--- src/srct_pkg.sv ---
// Package with constants and types for the sprite rectangle clipper.
package srct_pkg;
	localparam int NUM_REGS = 6;
	localparam int IDX_W = 3;
	typedef enum logic [IDX_W-1:0] {
		REG_WIN_LEFT   = 3'd0,
		REG_WIN_TOP    = 3'd1,
		REG_WIN_RIGHT  = 3'd2,
		REG_WIN_BOTTOM = 3'd3,
		REG_ORIGIN_X   = 3'd4,
		REG_ORIGIN_Y   = 3'd5
	} reg_idx_t;
endpackage

--- src/srct_front.sv ---
// Front stage: origin offset, corner sort, clamp and visibility test.
module srct_front import srct_pkg::*; #(
	parameter int CW = 16,
	parameter int TW = 17
) (
	input  logic                 clk,
	input  logic                 arst_n,
	input  logic                 in_valid,
	output logic                 in_ready,
	input  logic signed [CW-1:0] rect_x, rect_y, rect_w, rect_h,
	input  logic [TW-1:0]        tex_u_start, tex_v_start, tex_u_end, tex_v_end,
	input  logic signed [CW-1:0] win_l, win_t, win_r, win_b, org_x, org_y,
	output logic                 f_valid,
	input  logic                 f_ready,
	// Visibility flag, clip edges, low and high edge distances and span per axis, then start and end tex.
	output logic [(CW+2)*10+TW*4:0] f_data
);
	localparam int EW = CW + 2;
	logic signed [EW-1:0] sx1, sx2, sy1, sy2, cx1, cx2, cy1, cy2;
	logic vis;

	function automatic logic signed [EW-1:0] clampf(logic signed [EW-1:0] v,
		logic signed [CW-1:0] lo, logic signed [CW-1:0] hi);
		logic signed [EW-1:0] t;
		t = (v < EW'(lo)) ? EW'(lo) : v;
		return (t > EW'(hi)) ? EW'(hi) : t;
	endfunction

	always_comb begin
		logic signed [EW-1:0] x, y, w, h;
		x = EW'(rect_x); y = EW'(rect_y); w = EW'(rect_w); h = EW'(rect_h);
		sx1 = EW'(org_x) + ((w < 0) ? x + w : x);
		sx2 = EW'(org_x) + ((w < 0) ? x : x + w);
		sy1 = EW'(org_y) + ((h < 0) ? y + h : y);
		sy2 = EW'(org_y) + ((h < 0) ? y : y + h);
		cx1 = clampf(sx1, win_l, win_r);
		cx2 = clampf(sx2, win_l, win_r);
		cy1 = clampf(sy1, win_t, win_b);
		cy2 = clampf(sy2, win_t, win_b);
		vis = (cx2 > cx1) && (cy2 > cy1);
	end

	assign in_ready = !f_valid || f_ready;

	always_ff @(posedge clk or negedge arst_n) begin
		if (!arst_n) begin
			f_valid <= 1'b0;
		end else if (in_ready) begin
			f_valid <= in_valid;
		end
	end

	always_ff @(posedge clk) begin
		if (in_valid && in_ready) begin
			f_data <= {vis, cx1, cy1, cx2, cy2, cx1 - sx1, cy1 - sy1, cx2 - sx2, cy2 - sy2,
				sx2 - sx1, sy2 - sy1, tex_u_start, tex_v_start, tex_u_end, tex_v_end};
		end
	end
endmodule

--- config.mk ---
export PLATFORM = sky130hd
export DESIGN_NAME = srct_front
export DESIGN_NICKNAME = d
export VERILOG_FILES = /design/src/srct_pkg.sv /design/src/srct_front.sv
export SDC_FILE = /design/constraint.sdc
export NUM_CORES = 1
export LEC_CHECK = 0
export BUFFER_PORTS_ARGS = -buffer_cell sky130_fd_sc_hd__buf_4
export CAP_MARGIN = 25
export CORE_ASPECT_RATIO = 1.5
export CORE_MARGIN = 10
export CORE_UTILIZATION = 60
export CTS_CLUSTER_SIZE = 12
export DETAILED_ROUTE_END_ITERATION = 6
export GPL_TIMING_DRIVEN = 1
export PLACE_DENSITY = 0.9
export SLEW_MARGIN = 10
export SYNTH_ARGS = -nofsm -noshare
export SYNTH_HDL_FRONTEND = slang
export SYNTH_SLANG_ARGS = --single-unit
--- constraint.sdc ---
create_clock -name clk -period 15.9 [get_ports clk]
set_input_delay 0 -clock clk [delete_from_list [all_inputs] [get_ports clk]]
set_output_delay 0 -clock clk [all_outputs]
set_load 0.01 [all_outputs]
## After elaboration in Yosys (flattened, before gate mapping)

Cells that the tools add are included.

| operators by class | value |
|---|---|
| muxes and demuxes | 12 |
| order comparisons | 12 |
| reductions and logical operators | 4 |
| add/sub/neg operators | 12 |

Operators by type and width:

| kind | number |
|---|---|
| 18-bit two-way mux | 12 |
| 18-bit subtractor | 6 |
| 16-bit by 18-bit adder with 18-bit output | 4 |
| 18-bit by 16-bit greater-than comparator with 1-bit output | 4 |
| 18-bit by 16-bit less-than comparator with 1-bit output | 4 |
| 18-bit greater-than comparator | 2 |
| 16-bit by 16-bit adder with 17-bit output | 2 |
| 16-bit by 1-bit less-than comparator with 1-bit output (second input constant) | 2 |
| 1-bit logical AND | 2 |
| 1-bit logical NOT | 1 |
| 1-bit logical OR | 1 |

| storage, ports and cells | value |
|---|---|
| output and inout port bits | 251 |
| logic and storage cells | 42 |
| input bits | 232 |
| register bits | 250 |

## Logic depth before layout (Yosys ltp)

| depth | value |
|---|---|
| depth after elaboration | 9 |
| mapped depth | 49 |

## Worst setup path after synthesis

No wires, ideal clock.

| path | value |
|---|---|
| kind | in2reg |
| start | in rect_x[0] |
| end | reg f_data[138] (data pin) |
| arrival time | 8.871 ns |
| slack | 6.772 ns |
| buffers on the path | 1 |
| stages | 47 |
| data required time | 15.642 ns |
| cells stage by stage | ha_1 > inv_1 > fa_1 > nor2b_1 > o21ai_1 > a21boi_0 > o41a_1 > a21oi_1 > xor2_1 > o21ai_0 > ha_1 > a21o_1 > nor3_1 > a21oi_1 > a211o_1 > a21o_1 > a31oi_1 > xor2_1 > [11 not listed] > a21oi_1 > o211ai_1 > a21oi_1 > a221oi_2 > clkinv_1 > nand2_1 > o21ai_0 > ha_1 > fa_1 > nor2b_1 > o31a_1 > o21ai_0 > o21ai_0 > a211oi_1 > nor3_1 > a211o_1 > a21oi_1 > xnor2_1 |

| on the way | value |
|---|---|
| word-level cells in the longest chain between the ends | 8 |

Ends and longest elaborated chain:

| item | RTL line | text |
|---|---|---|
| start, declared | srct_front.sv:10 | `input logic signed [CW-1:0] rect_x, rect_y, rect_w, rect_h,` |
| 16-bit by 16-bit adder with 17-bit output | srct_front.sv:33 | `sx2 = EW'(org_x) + ((w < 0) ? x : x + w);` |
| 18-bit two-way mux (*) | srct_front.sv:33 |  |
| 16-bit by 18-bit adder with 18-bit output (*) | srct_front.sv:33 |  |
| 18-bit by 16-bit less-than comparator with 1-bit output | srct_front.sv:25 | `t = (v < EW'(lo)) ? EW'(lo) : v;` |
| 18-bit two-way mux | srct_front.sv:25 |  |
| 18-bit by 16-bit greater-than comparator with 1-bit output | srct_front.sv:26 | `return (t > EW'(hi)) ? EW'(hi) : t;` |
| 18-bit two-way mux | srct_front.sv:26 |  |
| 18-bit subtractor (*) | srct_front.sv:55 | `f_data <= {vis, cx1, cy1, cx2, cy2, cx1 - sx1, cy1 - sy1, cx2 - sx2, cy2 - sy2,` |
| end signal, assigned | srct_front.sv:55 |  |
| end, declared | srct_front.sv:16 | `output logic [(CW+2)*10+TW*4:0] f_data` |

Mark *: on every way between the ends. The rest lies on a longest branch, timed or not.
A chain may end at the register's enable or synchronous reset.

## Worst setup path in the final report

| path | value |
|---|---|
| start | in rect_x[0] |
| end | reg f_data[136] (data pin) |

The elaborated chain is that of the path after synthesis.

==> run metrics <==
IO Count 483; die height 261.6 um; Cells after DPL 3370; Tot GR Track Use 0.3476; actual slew at the worst max-slew pin 1070 ps; worst reg2reg endpoint f_data[160]; WL/cell 24.64 um; post-layout net count 3639; Max Cap Violations 0; fillcell total 2625; Syn Area/Cell 9.663 sq um; DRC viols 0; Max Fclk 92.14 MHz; leakage dissipation 0.01361 uW; post-route ant nets 0; critical path type in2reg; largest net degree at the start of global routing 75; register area share after synthesis 0.3212; pre-CTS setup slack 4628 ps; setup repair after global routing missed its margin false; setup ws final 5046 ps; Setup TNS 0 ps; first-pass GRT wire length 129500 um; Die Wd 181.1 um; max_slew headroom 0.2865; Mapped Nets 3044; Hold Path Origin win_t[13]; Worst-Skew Late Latency 580 ps; Req. time, crit path 16210 ps; EDFF count, synth 249; Starting Density 0.6078; final WL 86910 um; Slew Limit Fails 0; Routability Congestion 1.005; via density per instance 6.277; clk sinks 250; Layout Skew 16.39 ps; register area 0.007502 sq mm; Multi-input gate area 0.01495 sq mm; CP max stage delay 490 ps; Final min period 10850 ps; TritonRoute pass-1 iters 7; status completed; fin crit share 0.6826; Post-synth ARST share 0.004000; CTS root buffer clkbuf_16; Max IR drop VDD 0.1463 mV; clock-pin transition on the worst setup and hold timing paths 60 ps; postcts setup bufs 0; Distinct cells, synth 84; Worst setup EP type register; layout cells sized above 1 0.2135; CTS buffer count 27; CTS tree done; vias in the first global route 22.96k; CTS resizes 0; H-tree Lvls 1; min-delay worst type in2reg; Final Hold Vio Count 0; critical path data arrival time 11170 ps; fin cells 3527; Syn. warnings 0; Synth-to-Final Area Change 26.40%; Yosys reg bits 250; WHS Path Cells 3; ys flop type edfxtp_1; Finish-stage setup viols 0; gr ovfl total 0; HPWL after DPL 68710 um; FP Rows 88; die area 0.04738 sq mm; Worst Reg-to-Reg Cells 4; reg2reg start f_valid; Core Region 0.03843 sq mm; CP Max Fanout 22; initial antenna violation count 1; CTS max path bufs 3; CP startpoint rect_x[0]; slowest cell on the critical path nor3_1; Mapped Cells 2417; Worst R2R Setup Slack 12590 ps; Port Buf Inserts 482; Worst Hold Path EP f_data[225]; DR vias 22.14k; P per Cell Area 220.3 mW/mm^2; Worst Setup Start Kind primary input; Mapped Area 0.02336 sq mm; Starting DRT DRC Count 1756; Post-CTS Hold Fix Bufs 108
## final cells by class
| cell class | count | share of cell area |
|---|---|---|
| tap | 495 | 0.02098 |
| sequential | 250 | 0.2541 |
| timing repair buffer | 605 | 0.1630 |
| antenna | 1 | 0.00008476 |
| clock inverter | 8 | 0.004026 |
| clock buffer | 40 | 0.02454 |
| multi-input combinational | 1918 | 0.5065 |
| inverter | 210 | 0.02670 |
## state kept, by name (all words and copies together) (netlist names)
| signal | count |
|---|---|
| f_valid | 1 |
| f_data | 249 |
## synthesized netlist by cell type, types with 4 or more instances
| cell type | instances | area, sq um |
|---|---|---|
| a21oi_1 | 174 | 870.8 |
| clkbuf_1 | 31 | 116.4 |
| fa_1 | 12 | 240.2 |
| buf_2 | 5 | 25.02 |
| o21bai_1 | 8 | 60.06 |
| nor2b_1 | 50 | 312.8 |
| a211o_1 | 12 | 105.1 |
| a21boi_0 | 5 | 37.54 |
| a21o_1 | 70 | 525.5 |
| ha_1 | 383 | 4792 |
| mux2_2 | 76 | 855.8 |
| or3_1 | 15 | 93.84 |
| inv_1 | 208 | 780.8 |
| and4_1 | 5 | 43.79 |
| and3_1 | 17 | 106.4 |
| edfxtp_1 | 249 | 7477 |
| nand4_1 | 31 | 193.9 |
| nand2b_1 | 27 | 168.9 |
| xnor2_1 | 127 | 1112 |
| a31oi_1 | 22 | 137.6 |
| nand2_1 | 143 | 536.8 |
| a31o_2 | 4 | 35.03 |
| o21ai_0 | 156 | 780.8 |
| nand3_1 | 44 | 220.2 |
| xor2_1 | 39 | 341.6 |
| o31ai_1 | 10 | 75.07 |
| nor2_1 | 151 | 566.8 |
| mux2i_1 | 53 | 530.5 |
| o21a_1 | 68 | 510.5 |
| or2_2 | 4 | 25.02 |
| a211oi_1 | 22 | 165.2 |
| a41oi_1 | 4 | 35.03 |
| o31a_1 | 11 | 96.34 |
| and2_1 | 11 | 68.82 |
| o211ai_1 | 15 | 112.6 |
| nor4_1 | 7 | 43.79 |
| o21ai_1 | 19 | 95.09 |
| nor3_1 | 49 | 245.2 |
## per-stage QoR
stage	utilization	hold WS [ps]	cell area, sq um	total power (uW)
floorplan	-	-295.6	23360	4195
global placement	0.7181	-209.8	27600	5509
detailed placement	0.7181	-207.9	27600	5651
CTS	0.7682	5.292	29520	6348
global route	0.7682	16.61	29520	6894
finish	0.7683	24.66	29520	6503
## how the worst max path moves through the flow
stage / endpoint / slack (ps) / cells past startpoint
2_1_floorplan: f_data[138] / 6770 / 47
3_3_place_gp: f_data[136] / 4680 / 48
3_5_place_dp: f_data[136] / 4630 / 48
4_1_cts: f_data[136] / 5210 / 48
5_1_grt: f_data[136] / 4340 / 48
6_report: f_data[136] / 5050 / 48
## logic make-up after synthesis
logic type / after synthesis / share of synthesized area
buf+inv: 249 / 0.04028
xor+xnor: 166 / 0.06225
fa+ha+maj: 395 / 0.2155
simple gates: 562 / 0.1154
mux: 131 / 0.06048
compound gates: 664 / 0.1849
flops: 250 / 0.3212
## critical path, delay by kind of cell
kind,cells,cell delay [ps]
AO/OA/AOI/OAI,21,4490
adder cells (fa/ha/maj),7,2190
buffers and inverters,5,1170
multiplexers,1,400
AND/OR/NAND/NOR,11,2240
XOR/XNOR,3,620
## per-layer routing
layer,wire length (um),global-route usage,share of wire,vias up
met4,6759,0.2424,0.078,2
met1,28090,0.3390,0.32,10462
met3,6243,0.05823,0.072,346
met5,13,0,0.00015,-
li1,-,-,-,10165
met2,45810,0.6554,0.53,1165
## cells in the final DEF (no fill, tap or decap), drive strengths merged, types with 15 or more instances in the layout
master       count
clkbuf          40
nor2           151
xnor2          127
or3             15
o21ai          177
nor2b           50
nand2          143
and3            17
o211ai          16
nand4           31
o21a            68
a21o            71
nand3           44
mux2i           53
dlygate4sd3    108
a211oi          24
nor3            49
edfxtp         249
mux2            78
a31oi           25
buf            497
inv            211
a21oi          176
xor2            39
nand2b          27
ha             383
## where the power goes
part	total, uW	leakage, uW	switching [uW]	internal [uW]
Clock	638	0.000403	287	351
Combinational	4600	0.0108	2710	1890
Sequential	1270	0.00238	105	1160
Note: power is estimated with default switching activity, not from simulation.
