### src/srct_fifo.sv
// Small two-entry queue between the front and back stages.
module srct_fifo #(
	parameter int DW = 8
) (
	input  logic          clk,
	input  logic          arst_n,
	input  logic          wr_valid,
	output logic          wr_ready,
	input  logic [DW-1:0] wr_data,
	output logic          rd_valid,
	input  logic          rd_ready,
	output logic [DW-1:0] rd_data
);
	logic [DW-1:0] mem_q [2];
	logic wp_q, rp_q;
	logic [1:0] cnt_q;
	logic wr, rd;

	assign wr_ready = cnt_q != 2'd2;
	assign rd_valid = cnt_q != 2'd0;
	assign rd_data = mem_q[rp_q];
	assign wr = wr_valid && wr_ready;
	assign rd = rd_valid && rd_ready;

	always_ff @(posedge clk or negedge arst_n) begin
		if (!arst_n) begin
			wp_q <= 1'b0; rp_q <= 1'b0; cnt_q <= 2'd0;
		end else begin
			if (wr) wp_q <= ~wp_q;
			if (rd) rp_q <= ~rp_q;
			cnt_q <= cnt_q + {1'b0, wr} - {1'b0, rd};
		end
	end

	always_ff @(posedge clk) begin
		if (wr) mem_q[wp_q] <= wr_data;
	end
endmodule

### config.mk
export PLATFORM = sky130hd
export DESIGN_NAME = srct_fifo
export DESIGN_NICKNAME = d
export VERILOG_FILES = /design/src/srct_fifo.sv
export SDC_FILE = /design/constraint.sdc
export NUM_CORES = 1
export LEC_CHECK = 0
export BUFFER_PORTS_ARGS = -buffer_cell sky130_fd_sc_hd__buf_4
export CAP_MARGIN = 0
export CORE_MARGIN = 2
export CORE_UTILIZATION = 35
export CTS_CLUSTER_SIZE = 30
export DETAILED_ROUTE_END_ITERATION = 10
export HOLD_SLACK_MARGIN = 0.05
export PLACE_DENSITY = 0.57
export SYNTH_ARGS = -nofsm -noshare
export SYNTH_HDL_FRONTEND = slang
export SYNTH_SLANG_ARGS = --single-unit
### constraint.sdc
create_clock -name clk -period 2.2 [get_ports clk]
set_input_delay 0.11 -clock clk [delete_from_list [all_inputs] [get_ports clk]]
set_output_delay 0.11 -clock clk [all_outputs]
set_load 0.05 [all_outputs]
# Yosys cells after proc, flatten, opt, wreduce, memory -nomap -nowiden
# Memories as Yosys holds them, arrays and structs flattened.
# Index checks and enable logic that the tools add are counted.
totals:
  input_bits: 12
  n_memories: 1
  regBits: 4
  output_inout_bits: 10
  ram_bits: 16
op_classes:
  bitwise: 2
  muxes: 2
  reduce_logical: 3
  eq_ne: 1
  addsub: 2
memory_table:
  columns: ["name", "depth", "width", "rd", "rd_ports_with_merged_regs", "write_ports", "line_no", "rtl"]
  rows:
  - ["mem_q", 2, 8, 1, 0, 1, "14", "logic [DW-1:0] mem_q [2];"]
ops:
  columns: ["op", "n"]
  rows:
  - ["$add 2x1->2", 1]
  - ["$logic_and 1x1->1", 2]
  - ["$mux 1", 2]
  - ["$ne 2x2->1 const B", 1]
  - ["$not 1->1", 2]
  - ["$reduce_bool 2->1", 1]
  - ["$sub 2x1->2", 1]

# Depth between registers and ports, before layout
# Gate-level depths: netlist of the first run.
depth:
  depth_word: 4
  depth_mapped: 7
  mapped_depth_nobuf: 7

# Worst setup path before layout of the first run
# OpenSTA, ideal clock, no wires.
synth_path:
  kind: "register to register"
  from: "reg cnt_q[1]"
  to: "reg cnt_q[1]"
  setup_ns: 0.123
  n_path_buf: 0
  slack_ns: 0.312
  stages_incl_launch_ff: 8
  t_arrival_ns: 1.766
  cell_sequence: "dfrtp_1 or2_1 and2_4 ha_1 inv_1 ha_1 xnor2_1 xnor2_1"
synth_between:
  elab_cells_between_ends: 6
  classes_between: "2 x add/sub; 1 x eq/ne; 3 x reduce/logical"
synth_lines:
  columns: ["item", "line_no", "rtl"]
  rows:
  - ["from (decl)", "16", "logic [1:0] cnt_q;"]
  - ["from (signal assigned)", "31", "cnt_q <= cnt_q + {1'b0, wr} - {1'b0, rd};"]
  - ["$reduce_bool 2->1", "20", "assign rd_valid = cnt_q != 2'd0;"]
  - ["via rd_valid", "10", "output logic rd_valid,"]
  - ["$logic_and 1x1->1", "23", "assign rd = rd_valid && rd_ready;"]
  - ["via rd", "17", "logic wr, rd;"]
  - ["$sub 2x1->2", "31", null]
# The timed path passes the listed nets, and every way through them passes these cells.
# A chain may end at the register's enable or synchronous reset.

# Final worst setup path of the first run
layout_path:
  from: "reg cnt_q[1]"
  to: "reg cnt_q[1]"
layout_between:
  elab_cells_between_ends: 6
  classes_between: "2 x add/sub; 1 x eq/ne; 3 x reduce/logical"
layout_lines:
  columns: ["item", "line_no"]
  rows:
  - ["$reduce_bool 2->1", "20"]
  - ["$logic_and 1x1->1", "23"]
  - ["via rd", "17"]
  - ["$sub 2x1->2", "31"]
# The timed path passes the listed nets, and every way through them passes these cells.

==> results of run 1 <==
==> placed cells by master (no fill, tap or decap) <==
master | synthesis | final
nand2b_1 | 1 | 1
edfxtp_1 | 16 | 16
xnor2_1 | 3 | 3
nor2_1 | 1 | 1
ha_1 | 2 | 2
and3_1 | 1 | 1
inv_1 | 1 | 1
clkbuf_1 | 0 | 1
buf_4 | 0 | 22
dfrtp_1 | 4 | 4
nand2_1 | 1 | 1
clkbuf_4 | 0 | 3
dlygate4sd3_1 | 0 | 9
xor2_1 | 1 | 1
mux2_1 | 8 | 8
or2_1 | 1 | 1
and2_4 | 1 | 1
==> registers in the layout, summed over array words and instances, names as in the netlist <==
signal and count:
cnt_q 2, mem_q 16, rp_q 1, wp_q 1
==> synthesized netlist by cell type <==
cell type  count
buf_2          1
edfxtp_1      16
inv_1          1
xnor2_1        3
mux2_1         8
dfrtp_1        4
xor2_1         1
nor2_1         1
and2_4         1
ha_1           2
nand2b_1       1
nand2_1        1
or2_1          1
and3_1         1
==> logic make-up (layout without fill, tap and decap cells) <==
family	after synthesis	count (layout)	share of synthesized area
simple gates	6	6	0.04524
mux	8	8	0.1163
fa+ha+maj	2	2	0.03231
xor+xnor	4	4	0.04524
flops	20	20	0.7496
buf+inv	2	36	0.01130
==> layer usage <==
metal	vias to the layer above	global-route usage	part of all wire
li1	218	-	-
met1	214	0.1190	0.44
met2	14	0.1797	0.50
met3	0	0.02632	0.064
met4	0	0.06757	0
met5	-	0	0
==> report_power, final <==
group | switching (mW) | total, mW | internal (mW) | leakage [nW]
logic | 0.456 | 0.719 | 0.263 | 0.226
registers | 0.0662 | 0.595 | 0.529 | 0.195
clock network | 0.104 | 0.175 | 0.0705 | 0.0150
==> area by class of cell <==
| type | count | area [µm²] |
|---|---|---|
| inverter | 1 | 3.754 |
| timing repair buffer | 31 | 255.2 |
| multi-input combinational | 20 | 185.2 |
| sequential | 20 | 580.6 |
| tap | 28 | 35.03 |
| clock buffer | 4 | 26.28 |
| fill | 204 | 1062 |
==> final timing paths <==
check                      slack, ns  cells after the start       end
max in group asynchronous       1.96                      2      rp_q
min in group asynchronous       0.14                      2  cnt_q[0]
max reg2reg                     0.51                      7  cnt_q[1]
max                             0.51                      7  cnt_q[1]
min reg2reg                     0.50                      1      wp_q
min                             0.11                      3      rp_q
==> through the flow <==
| step | cells | util | setup slack, ns |
|---|---|---|---|
| final | 104 | 0.5055 | 0.5067 |
| after global routing | 104 | 0.5055 | 0.3707 |
| after CTS | 104 | 0.5055 | 0.4834 |
| after detailed placement | 91 | 0.4514 | 0.5115 |
| after global placement | 91 | 0.4514 | 0.5361 |
| after floorplan | 42 | - | 0.3116 |
==> tightest hold or removal path, cell delays in order <==
cell and delay (ns):
buf_4 0.08, and2_4 0.13, xor2_1 0.05
==> qor.txt, run 1 <==
Outcome: finished, final reports clean
Sink Count: 20
Largest net degree at the start of global routing: 12
Fin Hold WS: 0.1122 ns
Final Power: 1.489 mW
CP startpoint: cnt_q[1]
Overall routing resource usage: 0.1064
Share of cells above drive strength 1: 0.3421
Synthesized cell area: 774.5 µm²
Final cycle utilization of the critical path: 0.7697
CORE AREA: 2148 µm²
Via Count: 446
Die area: 2605 µm²
Port buffer count: 21
Final Max Slew Viols: 0
Crit-path slowest cell: dfrtp_1
Cts bufs inserted: 3
Critical Path, Cell by Cell: or2_1, and2_4, ha_1, inv_1, ha_1, xnor2_1, xnor2_1
FMAX: 590.6 MHz
DIE HEIGHT: 51.04 µm
Final instance area: 1086 µm²
CTS root buffer: clkbuf_4
Critical path arrival: 1.91 ns
Vias per Instance: 4.288
# hold bufs at CTS: 9
Hold crit path type: primary input to flop
PwrDens: 1371 nW/µm²
Post-CTS Setup Bufs: 0
Count of unique library cells instantiated by Yosys: 14
Yosys warning total: 0
Placer Congestion: 0.6235
Crit. End Element: flop
Initial Utilization: 0.3605
Initial DRC count: 20
# IOs: 22
Number of nets in the layout: 91
Mapped Nets: 56
Synth Register Bits: 20
Top-area cell type share of the netlist area: 0.6204
Cell family with most CP delay: adder cells
Ant. Diodes: 0
Startpoint types: flop
Worst Path Max Fanout: 3
Clock skew: 0.006759 ns
Synth area leaders: edfxtp_1 (62%), dfrtp_1 (13%), mux2_1 (12%), xnor2_1 (3.4%), ha_1 (3.2%)
Initial antenna violation count: 0
Post-cts sizing count: 0
Pleak: 0.4364 nW
Crit Path Category: flop to flop
Post-Syn Instances: 42
Final Critical Period: 1.693 ns
First-pass GRT wire length: 1938 µm
Mapped Avg Cell Area: 18.44 µm²
CTS tree: done
Die X: 51.04 µm
Final Hold Violating Endpoints: 0
1st-pass router iterations: 3
Seq/Total Area, Yosys: 0.7496
Vias in the first global route: 475
Std cell rows: 17
H-tree depth: 1
Final setup TNS: 0 ns
CTS clock-pin slew for the worst setup and hold paths: 0.10 ns
Peak supply drop: 869.9 µV
Grt total ovfl: 0
Post-Place Cell Area: 969.7 µm²
Residual DRC count: 0
Max-cap viol count: 0
Detailed Route WL: 1226 µm
Slew @ Worst Pin: 0.3998 ns
Yosys top cell by area: edfxtp_1
Setup violators final: 0
Hold Crit Start: rd_ready
RSZ-0062 raised after global routing: no
Slew HR: 0.7335
Buffers & Inverters on Critical Path: 1
WP data required: 2.41 ns
Slowest cell delay on critical path: 0.41 ns
Dpl hpwl: 871.1 µm
Synth-to-Final Area Change: 40.23%
Clock Path Buffers: 2
Detail Route Antenna Nets: 0
Routed WL per cell: 11.79 µm
Worst r2r src: cnt_q[1]
Worst skew pair latency: 0.29 ns
Power figures use the tool's default switching activity.
==> run 2, diff against run 1 <==
--- a/config.mk
+++ b/config.mk
@@ -12,7 +12,7 @@
 export CTS_CLUSTER_SIZE = 30
 export DETAILED_ROUTE_END_ITERATION = 10
 export HOLD_SLACK_MARGIN = 0.05
-export PLACE_DENSITY = 0.57
+export PLACE_DENSITY = 0.6
 export SYNTH_ARGS = -nofsm -noshare
 export SYNTH_HDL_FRONTEND = slang
 export SYNTH_SLANG_ARGS = --single-unit
==> constraint.sdc (replaced) <==
create_clock -name clk -period 1.55 [get_ports clk]
set_input_delay 0.0775 -clock clk [delete_from_list [all_inputs] [get_ports clk]]
set_output_delay 0.0775 -clock clk [all_outputs]
set_load 0.05 [all_outputs]
==> run 2 against run 1 <==
The flow now finishes with violations (setup timing). Highest routed layer is now met4. Largest cell class unchanged. Total power up 62%. Setup slack worse by 0.54 ns. Critical path depth stayed put. Critical endpoint unchanged. Core utilization rose by 5.5 points. Worst hold slack worse by 0.019 ns.
==> qor.txt, run 2 (synthesis gave the netlist of run 1 again) <==
Outcome: finished, violations left
Violated checks: setup timing
Die X: 51.04 µm
Peak supply drop: 1138 µV
Clock Path Buffers: 2
Clock skew: 0.008832 ns
PwrDens: 2007 nW/µm²
FMAX: 630.8 MHz
Cts bufs inserted: 3
WP data required: 1.75 ns
Final Critical Period: 1.585 ns
Die area: 2605 µm²
H-tree depth: 1
Slew @ Worst Pin: 0.2333 ns
Std cell rows: 17
Routed WL per cell: 11.75 µm
Most frequent cells in the layout: buf_4 (31), edfxtp_1 (16), dlygate4sd3_1 (9)
Final Max Slew Viols: 0
NetSw: 966.4 µW
Fin cells: 113
First-pass GRT wire length: 2125 µm
# IOs: 22
CTS tree: done
Synth-to-Final Area Change: 55.57%
Largest registers: mem_q (16), cnt_q (2)
Residual DRC count: 0
Initial antenna violation count: 0
CORE AREA: 2148 µm²
Startpoint types: flop
CTS clock-pin slew for the worst setup and hold paths: 0.11 ns
Dpl hpwl: 934.4 µm
Critical path arrival: 1.78 ns
RSZ-0062 raised after global routing: yes
Port buffer count: 21
Setup violators final: 1
Vias per Instance: 4.274
Pleak: 0.4906 nW
Slew HR: 0.8445
Placed instance count: 100
Switching part of the total power: 0.3997
Vias in the first global route: 497
Most flop-heavy register: mem_q
Logic gate share of total power: 0.528
Crit Path Category: flop to flop
Max-cap viol count: 0
Worst skew pair latency: 0.30 ns
Final Hold Violating Endpoints: 0
Commonest non-fill, non-tap cell in the layout: buf_4
Overall routing resource usage: 0.1124
Ant. Diodes: 0
Final worst slack: -0.03541 ns
DIE HEIGHT: 51.04 µm
Via Count: 483
Final Power: 2.418 mW
Pint: 1.452 mW
Seq pwr share: 0.351
Share of cells above drive strength 1: 0.5176
Clock power frac: 0.121
Initial Utilization: 0.3605
Placer Congestion: 0.6297
Grt total ovfl: 0
Max reg flops: 16
Sink Count: 20
Worst Path Max Fanout: 2
CTS root buffer: clkbuf_4
Initial DRC count: 0
Detail Route Antenna Nets: 0
Hold crit path type: primary input to async pin
1st-pass router iterations: 1
Detailed Route WL: 1328 µm
Number of nets in the layout: 100
Crit. End Element: flop
Final cycle utilization of the critical path: 1.023
Largest net degree at the start of global routing: 12
## run 2: final cells by class
| class | instances | area (µm²) |
|---|---|---|
| Clock buffer | 4 | 36.28 |
| Multi-Input combinational cell | 20 | 225.2 |
| Tap cell | 28 | 35.03 |
| Fill cell | 176 | 943.4 |
| Sequential cell | 20 | 581.8 |
| Inverter | 1 | 3.754 |
| Timing Repair Buffer | 40 | 322.8 |
## run 2: critical path, cell delays in order (launching register included)
cell     delay [ns]
dfrtp_1        0.41
or2_4          0.23
and2_4         0.15
ha_4           0.26
inv_2          0.04
ha_4           0.15
xnor2_2        0.13
xnor2_1        0.12
## run 2: routing by layer
layer,part of all wire,global-route usage,vias up
met1,0.44,0.1295,229
met2,0.49,0.2013,15
met4,0.014,0.04054,0
li1,-,-,237
met3,0.054,0.02632,2
met5,0,0,-
## run 2: power groups by stage
| stage | sequential, mW | combinational, mW | clock [mW] |
|---|---|---|---|
| detailed placement | 0.858 | 1.20 | 0 |
| floorplan | 0.806 | 0.813 | 0 |
| CTS | 0.850 | 1.28 | 0.304 |
| global placement | 0.853 | 1.18 | 0 |
| global route | 0.870 | 1.35 | 0.330 |
| finish | 0.849 | 1.28 | 0.293 |
## run 2: path summary, 6_finish.rpt
path	startpoint	to	slack, ns	cells after the start
min	arst_n	wp_q	0.09	2
max in group asynchronous	arst_n	rp_q	1.35	2
min reg2reg	wp_q	wp_q	0.53	1
min in group clk	rd_ready	rp_q	0.19	4
max reg2reg	cnt_q[1]	cnt_q[1]	-0.04	7
max	cnt_q[1]	cnt_q[1]	-0.04	7
## run 2: what timing repair did
item                                    CTS  global route
hold buffers                              9             0
buffers inserted                          0             0
endpoints found under the setup margin    9             7
pin swaps                                 0             1
gates cloned                              0             0
gates resized for setup                   4             1
hold endpoints to repair                 20             0
## run 2: stage by stage
stage / setup WS (ns) / TNS (ns) / utilization / area [µm²] / hold WS, ns
3_3_place_gp: -0.02026 / -0.02026 / 0.4921 / 1057 / -0.1201
6_report: -0.03541 / -0.03541 / 0.5609 / 1205 / 0.09275
5_1_grt: -0.07632 / -0.07632 / 0.5609 / 1205 / 0.07812
4_1_cts: -0.03489 / -0.03489 / 0.5597 / 1202 / 0.08607
3_5_place_dp: -0.05133 / -0.05133 / 0.4921 / 1057 / -0.1212
2_1_floorplan: -0.1317 / -0.5367 / - / 794.5 / -0.2181
